[config.mk]
export PLATFORM = sky130hd
export DESIGN_NAME = gve_cordic_cell
export DESIGN_NICKNAME = d
export VERILOG_FILES = /design/src/gve_pkg.sv /design/src/gve_cordic_cell.sv
export SDC_FILE = /design/constraint.sdc
export NUM_CORES = 1
export LEC_CHECK = 0
export ABC_CLOCK_PERIOD_IN_PS = 800
export BUFFER_PORTS_ARGS = -buffer_cell sky130_fd_sc_hd__buf_4
export CAP_MARGIN = 20
export CORE_MARGIN = 1
export CORE_UTILIZATION = 60
export CTS_CLUSTER_DIAMETER = 40
export DETAILED_ROUTE_END_ITERATION = 8
export MAX_ROUTING_LAYER = met4
export PLACE_DENSITY = 0.9
export SLEW_MARGIN = 15
export SYNTH_ARGS = -nofsm -noshare
export SYNTH_HDL_FRONTEND = slang
export SYNTH_SLANG_ARGS = --single-unit
[constraint.sdc]
create_clock -name clk -period 0.8 [get_ports clk]
set_input_delay 0.08 -clock clk [delete_from_list [all_inputs] [get_ports clk]]
set_output_delay 0.08 -clock clk [all_outputs]
set_load 0.02 [all_outputs]
[src/gve_pkg.sv]
package gve_pkg;

    // fixed widths of the datapath
    localparam int XY_W = 36;
    localparam int Z_W = 32;
    localparam int ATAN_LEN = 24;
    localparam int CORDIC_STEPS_DEF = 16;

    // register indexes
    typedef enum logic [1:0] {
        REG_SAMPLE_RATE = 2'd0,
        REG_SPEED_LIMIT = 2'd1,
        REG_YAW_DRIFT = 2'd2,
        REG_NEGATE_RATE = 2'd3
    } reg_index_t;

    // register reset values
    localparam logic [9:0] RATE_RST = 10'd10;
    localparam logic [15:0] LIMIT_RST = 16'd200;
    localparam logic signed [8:0] DRIFT_RST = 9'sd0;
    localparam logic NEGATE_RST = 1'b1;

    // angle and scale constants
    localparam logic signed [16:0] HALF_TURN = 17'sd11520;
    localparam logic signed [16:0] FULL_TURN = 17'sd23040;
    localparam logic signed [16:0] QUARTER_TURN = 17'sd5760;
    localparam logic signed [18:0] HEAD_SCALE = 19'sd146409;
    localparam logic signed [17:0] RAD_Q28_PER_UNIT = 18'sd73204;
    localparam logic signed [16:0] GAIN_Q16 = 17'sd39797;
    localparam logic signed [15:0] RATE_SCALE = 16'sd17872;

    // handshake between cells
    typedef struct packed {
        logic valid;
        logic signed [XY_W-1:0] x;
        logic signed [XY_W-1:0] y;
        logic signed [Z_W-1:0] z;
    } cordic_beat_t;

    // arctangent of 2^-i in radians, 28 fraction bits
    function automatic logic signed [Z_W-1:0] atan_q28(input int i);
        logic signed [Z_W-1:0] a;
        case (i)
            0: a = 32'sd210828714;
            1: a = 32'sd124459457;
            2: a = 32'sd65760959;
            3: a = 32'sd33381289;
            4: a = 32'sd16755422;
            5: a = 32'sd8385879;
            6: a = 32'sd4193963;
            7: a = 32'sd2097109;
            8: a = 32'sd1048571;
            9: a = 32'sd524287;
            default: a = Z_W'(32'sd262144 >>> (i - 10));
        endcase
        return a;
    endfunction

endpackage

[src/gve_cordic_cell.sv]
module gve_cordic_cell #(
    parameter int STEP = 0
) (
    input  logic                  clk,
    input  logic                  rst_n,
    input  gve_pkg::cordic_beat_t beat_in,
    output gve_pkg::cordic_beat_t beat_out
);
    import gve_pkg::*;

    localparam logic signed [Z_W-1:0] ATAN = atan_q28(STEP);

    logic valid_reg;
    logic signed [XY_W-1:0] x_reg, x_next;
    logic signed [XY_W-1:0] y_reg, y_next;
    logic signed [Z_W-1:0] z_reg, z_next;

    // one rotation step, direction from the residual angle
    always_comb
    begin
        if (!beat_in.z[Z_W-1])
        begin
            x_next = beat_in.x - (beat_in.y >>> STEP);
            y_next = beat_in.y + (beat_in.x >>> STEP);
            z_next = beat_in.z - ATAN;
        end
        else
        begin
            x_next = beat_in.x + (beat_in.y >>> STEP);
            y_next = beat_in.y - (beat_in.x >>> STEP);
            z_next = beat_in.z + ATAN;
        end
    end

    // valid flag
    always_ff @(posedge clk or negedge rst_n)
    begin
        if (!rst_n)
            valid_reg <= 1'b0;
        else
            valid_reg <= beat_in.valid;
    end

    // payload
    always_ff @(posedge clk)
    begin
        if (beat_in.valid)
        begin
            x_reg <= x_next;
            y_reg <= y_next;
            z_reg <= z_next;
        end
    end

    assign beat_out.valid = valid_reg;
    assign beat_out.x = x_reg;
    assign beat_out.y = y_reg;
    assign beat_out.z = z_reg;

endmodule

==> results of run 1 <==
## cells by family after synthesis
logic type,synth area share (%)
DFF,28.5
adders and majority gates,16.3
xor gates and xnor gates,7.52
AOI/OAI and AO/OA,25.1
buffers and inverters,6.91
muxes,2.65
and+or+nand+nor,13.1
## cell usage after synthesis (all sizes together) (11+ instances only)
cell,count,area (sq um)
a211oi,17,128
nor2b,11,68.8
nand2b,20,125
buf,15,118
a21oi,141,713
nor3,23,120
o21bai,18,135
xnor2,82,718
xor2,12,105
a21o,38,287
ha,136,1700
o211ai,14,105
edfxtp,103,3090
nor2,97,367
mux2i,29,290
nand3,23,115
clkbuf,36,196
inv,114,430
o21a,11,82.6
o21ai,83,415
a31oi,17,106
nand2,69,259
## metrics by stage
stage | util (%) | area [sq um] | hold slack [ps] | std cells | TNS (ps)
3_3_place_gp | 91.9 | 16400 | -145 | 2087 | -152590
3_5_place_dp | 91.9 | 16400 | -143 | 2087 | -169830
2_1_floorplan | - | 11600 | -216 | 1258 | -116910
==> impl_metrics.toml, run 1 <==
[clocking]
numCtsBuffers = 9
post_cts_resized = 349
cts_root_buffer = "clkbuf_16"
htreeDepth = 3
cts_hold_buf = 2
cts_buffer_depth = 2
cts.sink_count = 104
cts_setup_buffers = 62

[run_status]
tool.error = "[ERROR DPL-0038] Utilization greater than 100%, impossible to legalize"
status = "aborted with a tool error"
lastStage = "clock tree synthesis"

[yosys]
synth_nets = 1505
syn_area_sq_um = 10900
synth-async-reset-ratio_pct = 0.962
synth-edff-count = 103
ys_ff_latch = 104
ys_types = 89
synth_seq_area_share_pct = 28.5
synth_ff_type = "edfxtp_1"
syn_inst = 1258
ys_warn_count = 0
syn_avg_cell_area_sq_um = 8.70

[placed_design]
post-place-ws_ps = -2240
io_buffers = 211
dp_hpwl_um = 39400
gp_congestion = 1.12

[floorplanning]
die_w_um = 137
num_io_pins = 212
initial_core_util_pct = 61.1
num_rows = 49
die_h_um = 137
==> inputs of run 2 (changes only) <==
--- a/config.mk
+++ b/config.mk
@@ -9,11 +9,9 @@
 export BUFFER_PORTS_ARGS = -buffer_cell sky130_fd_sc_hd__buf_4
 export CAP_MARGIN = 20
 export CORE_MARGIN = 1
-export CORE_UTILIZATION = 60
-export CTS_CLUSTER_DIAMETER = 40
+export CORE_UTILIZATION = 40
 export DETAILED_ROUTE_END_ITERATION = 8
-export MAX_ROUTING_LAYER = met4
-export PLACE_DENSITY = 0.9
+export PLACE_DENSITY_LB_ADDON = 0.15
 export SLEW_MARGIN = 15
 export SYNTH_ARGS = -nofsm -noshare
 export SYNTH_HDL_FRONTEND = slang
==> impl_metrics.toml, run 2 <==
[run_status]
status = "finished, violations left"
violations = "setup timing"

[sta]
worst_slew_pin_slew_ps = 615
slew_headroom_pct = 58.7
min_period_ps = 2490
max_freq_mhz = 402
finalWorstSetupSlack_ps = -1690
fin_crit_sh_pct = 311
hold_violations = 0
final_max_slew_viol_count = 0
finalSetupViolCount = 204
holdWs_ps = 26.3
rsz0062_at_grt = "true"

[global_routing]
grt_pass1_vias = 12300
antenna_found_initial = 0
grt_usage_pct = 28.4
grt_pass1_wl_um = 63300
gr-total-overflow = 0
grt_max_degree = 51

[finish]
largest_register_ffs = 36
ff_latch_area_sq_um = 3120
filler_cell_count = 1988
layout_commonest_cell = "buf_4"
area_delta_synth_final_pct = 77.0
utilization_pct = 72.1
drive_gt1_share_pct = 52.5
design_area_sq_um = 19400
final_cell_mix = "buf_4, buf_6, ha_1"
n_antenna_cell = 0
nets = 2176
multi_input_area_sq_um = 8850

[routing]
highest_layer = "met4"
ant_nets = 0
wire_per_inst_um = 18.5
drt-vias-per-instance = 5.44
vias = 12400
wl_met1_um = 17600
wl_met2_um = 20900
drt_wl_total_um = 42200
drc = 0
drt_pass1_iterations = 6
drtIter0Drc = 888
route.met3.wl_um = 2360

[floorplanning]
coreArea_sq_um = 26900
dieArea_sq_um = 28000
num_io_pins = 212
initial_core_util_pct = 40.7
die_w_um = 167
num_rows = 60
die_h_um = 167

[placed_design]
dp_hpwl_um = 32100
gp_congestion = 0.941
placed_cell_area_sq_um = 16700
post-place-ws_ps = -2300
io_buffers = 211

[setup_path]
critPathLaunchType = "primary input"
cp_cell_sequence = "buf_8, clkinvlp_4, buf_6, ha_4, buf_6, nor2b_4, o311a_4, o311a_4, or2_4, a31o_4, a21boi_2, buf_6, o21ai_2, mux2i_2, xnor2_1"
required_ps = 910
cp-end-kind = "flop"
crit_arrival_ps = 2600
cp_max_fo = 3
critical_path_class = "in -> reg"
crit_top_cell = "buf_6"
crit_slowest_cell = "o311a_4"
slowest_delay_ps = 330

[yosys]
synth_area_leader_cell = "edfxtp_1"
synth_seq_area_share_pct = 28.5
synth-async-reset-ratio_pct = 0.962
yosysMostFrequentCell = "a21oi_1"
syn_inst = 1258
syn_area_sq_um = 10900
synth_nets = 1505
ys_types = 89
ys_top_cells_by_count = "a21oi_1, ha_1, inv_1"
ys_top_cells_by_area = "edfxtp_1, ha_1, xnor2_1"
ys_ff_latch = 104
synth_top_area_share_pct = 28.3
syn_avg_cell_area_sq_um = 8.70
ys_warn_count = 0
synth-edff-count = 103
synth_ff_type = "edfxtp_1"

[power]
power_switching_mw = 10.8
swShare_pct = 38.1
leakagePower_nw = 8.74
power_frac_seq_pct = 27.2
clkPwrFrac_pct = 16.6
irDropWorstVdd_mv = 0.892
p_per_area_nw_per_um2 = 1460
p_int_mw = 17.5
comb_power_share_pct = 56.2

[clocking]
cts_buffer_depth = 2
cts_tree = "done"
cts.sink_count = 104
clkTransAtPathRegs_ps = 80
numCtsBuffers = 9
cts_root_buffer = "clkbuf_16"
htreeDepth = 3

[job]
cap_violations = 0

[hold_path]
holdCritPathClass = "in -> async"
## run 2: cells by family after synthesis
logic type,share of synthesized area (%)
buf+inv,6.91
fa+ha+maj,16.3
simple gates,13.1
compound gates,25.1
mux,2.65
flops,28.5
xor+xnor,7.52
## run 2: routing by layer
layer / up-vias / track usage [%]
li1: 5914 / -
met1: 5873 / 35.6
met2: 482 / 49.0
met3: 100 / 3.95
met4: 0 / 11.1
met5: - / 0
## run 2: cell type report
class	instances	share of cell area [%]
multi-input combinational	986	45.7
timing repair buffer	711	31.8
sequential	104	16.1
inverter	117	2.71
tap	341	2.20
clock buffer	9	1.16
clock inverter	7	0.375
## run 2: what timing repair did
| item | in CTS | in global routing |
|---|---|---|
| hold endpoints to repair | 3 | 0 |
| setup buffers | 30 | 36 |
| resized for setup | 257 | 187 |
| endpoints found under the setup margin | 204 | 203 |
| hold buffers | 3 | 0 |
| pin swaps | 143 | 147 |
## run 2: power by group through the flow
stage	clock (mW)	combinational [mW]	sequential (mW)
final	4.69	15.9	7.70
after CTS	4.77	14.6	7.71
after detailed placement	0	13.1	7.65
after floorplan	0	5.61	8.79
after global routing	4.96	16.8	7.77
after global placement	0	13.0	7.63
## run 2: worst paths after layout
kind	slack, ps	depth (start not counted)	endpoint	startpoint
worst max-delay path	-1690	15	y_reg[29]$_DFFE_PP_	beat_in[33]
worst min-delay path	30	2	valid_reg$_DFF_PN0_	rst_n
max in group asynchronous	690	2	valid_reg$_DFF_PN0_	rst_n
min in group clk	50	1	x_reg[33]$_DFFE_PP_	beat_in[104]
## run 2: worst max-delay path: cells and delay by family
kind                       cells  cell delay (ps)
AOI/OAI and AO/OA              5             1120
xor gates and xnor gates       1              110
adders and majority gates      1              260
buffers and inverters          5              550
muxes                          1              200
and+or+nand+nor                2              290
## run 2: metrics by stage
stage / power, mW / setup TNS, ps / cells
final: 28.3 / -138680 / 2275
after global routing: 29.5 / -147120 / 2275
after CTS: 27.1 / -140700 / 2257
after detailed placement: 20.7 / -161940 / 2214
after global placement: 20.6 / -160230 / 2214
after floorplan: 14.4 / -116910 / 1258
(Power assumes the default switching activity.)
==> inputs of run 3 (changes only) <==
--- a/config.mk
+++ b/config.mk
@@ -9,9 +9,11 @@
 export BUFFER_PORTS_ARGS = -buffer_cell sky130_fd_sc_hd__buf_4
 export CAP_MARGIN = 20
 export CORE_MARGIN = 1
-export CORE_UTILIZATION = 40
+export CORE_UTILIZATION = 60
+export CTS_BUF_LIST = sky130_fd_sc_hd__clkbuf_8 sky130_fd_sc_hd__clkbuf_16
 export DETAILED_ROUTE_END_ITERATION = 8
 export PLACE_DENSITY_LB_ADDON = 0.15
+export SKIP_CTS_REPAIR_TIMING = 1
 export SLEW_MARGIN = 15
 export SYNTH_ARGS = -nofsm -noshare
 export SYNTH_HDL_FRONTEND = slang
==> impl_metrics.toml, run 3 <==
[run_status]
status = "aborted with a tool error"
lastStage = "global routing"
tool.error = "[ERROR GRT-0116] Global routing finished with congestion. Check the congestion regions in the DRC Viewer."

[yosys]
synth_seq_area_share_pct = 28.5
synth-edff-count = 103
synth_nets = 1505
ys_types = 89
synth-async-reset-ratio_pct = 0.962
synth_top_area_share_pct = 28.3
ys_top_cells_by_count = "a21oi_1, ha_1, inv_1"
synth_area_leader_cell = "edfxtp_1"
ys_top_cells_by_area = "edfxtp_1, ha_1, xnor2_1"
syn_area_sq_um = 10900
ys_ff_latch = 104
synth_ff_type = "edfxtp_1"
syn_inst = 1258
syn_avg_cell_area_sq_um = 8.70
ys_warn_count = 0
yosysMostFrequentCell = "a21oi_1"

[global_routing]
grt_usage_pct = 66.5
grt_pass1_wl_um = 91900
grt_max_degree = 46
grt_pass1_vias = 16200
gr-total-overflow = 4

[floorplanning]
initial_core_util_pct = 61.1
die_w_um = 137
num_io_pins = 212
die_h_um = 137
num_rows = 49

[clocking]
numCtsBuffers = 9
cts.sink_count = 104
cts_buffer_depth = 2
cts_root_buffer = "clkbuf_16"
htreeDepth = 3

[placed_design]
dp_hpwl_um = 38200
io_buffers = 211
gp_congestion = 1.02
==> run 3: cell counts after synthesis <==
Identical to the previous run, type by type.
==> run 3: through the flow <==
step / setup TNS, ps / area [sq um] / util, % / setup slack, ps / cells
floorplan: -116910 / 11600 / - / -1720 / 1258
global placement: -154270 / 16500 / 92.1 / -2060 / 2088
detailed placement: -166480 / 16500 / 92.1 / -2230 / 2088
CTS: -156710 / 16800 / 93.8 / -1980 / 2104
==> run 3: per-layer routing <==
layer / overflow / global-route usage (%)
met5: 0 / 25.6
met3: 0 / 49.7
met4: 3 / 64.6
met1: 0 / 64.6
met2: 1 / 86.3
==> run 3: kinds of logic after synthesis <==
| group | after synthesis | synth area share [%] |
|---|---|---|
| AOI/OAI and AO/OA | 424 | 25.1 |
| and+or+nand+nor | 299 | 13.1 |
| buffers and inverters | 168 | 6.91 |
| adders and majority gates | 140 | 16.3 |
| DFF | 104 | 28.5 |
| xor gates and xnor gates | 94 | 7.52 |
| muxes | 29 | 2.65 |
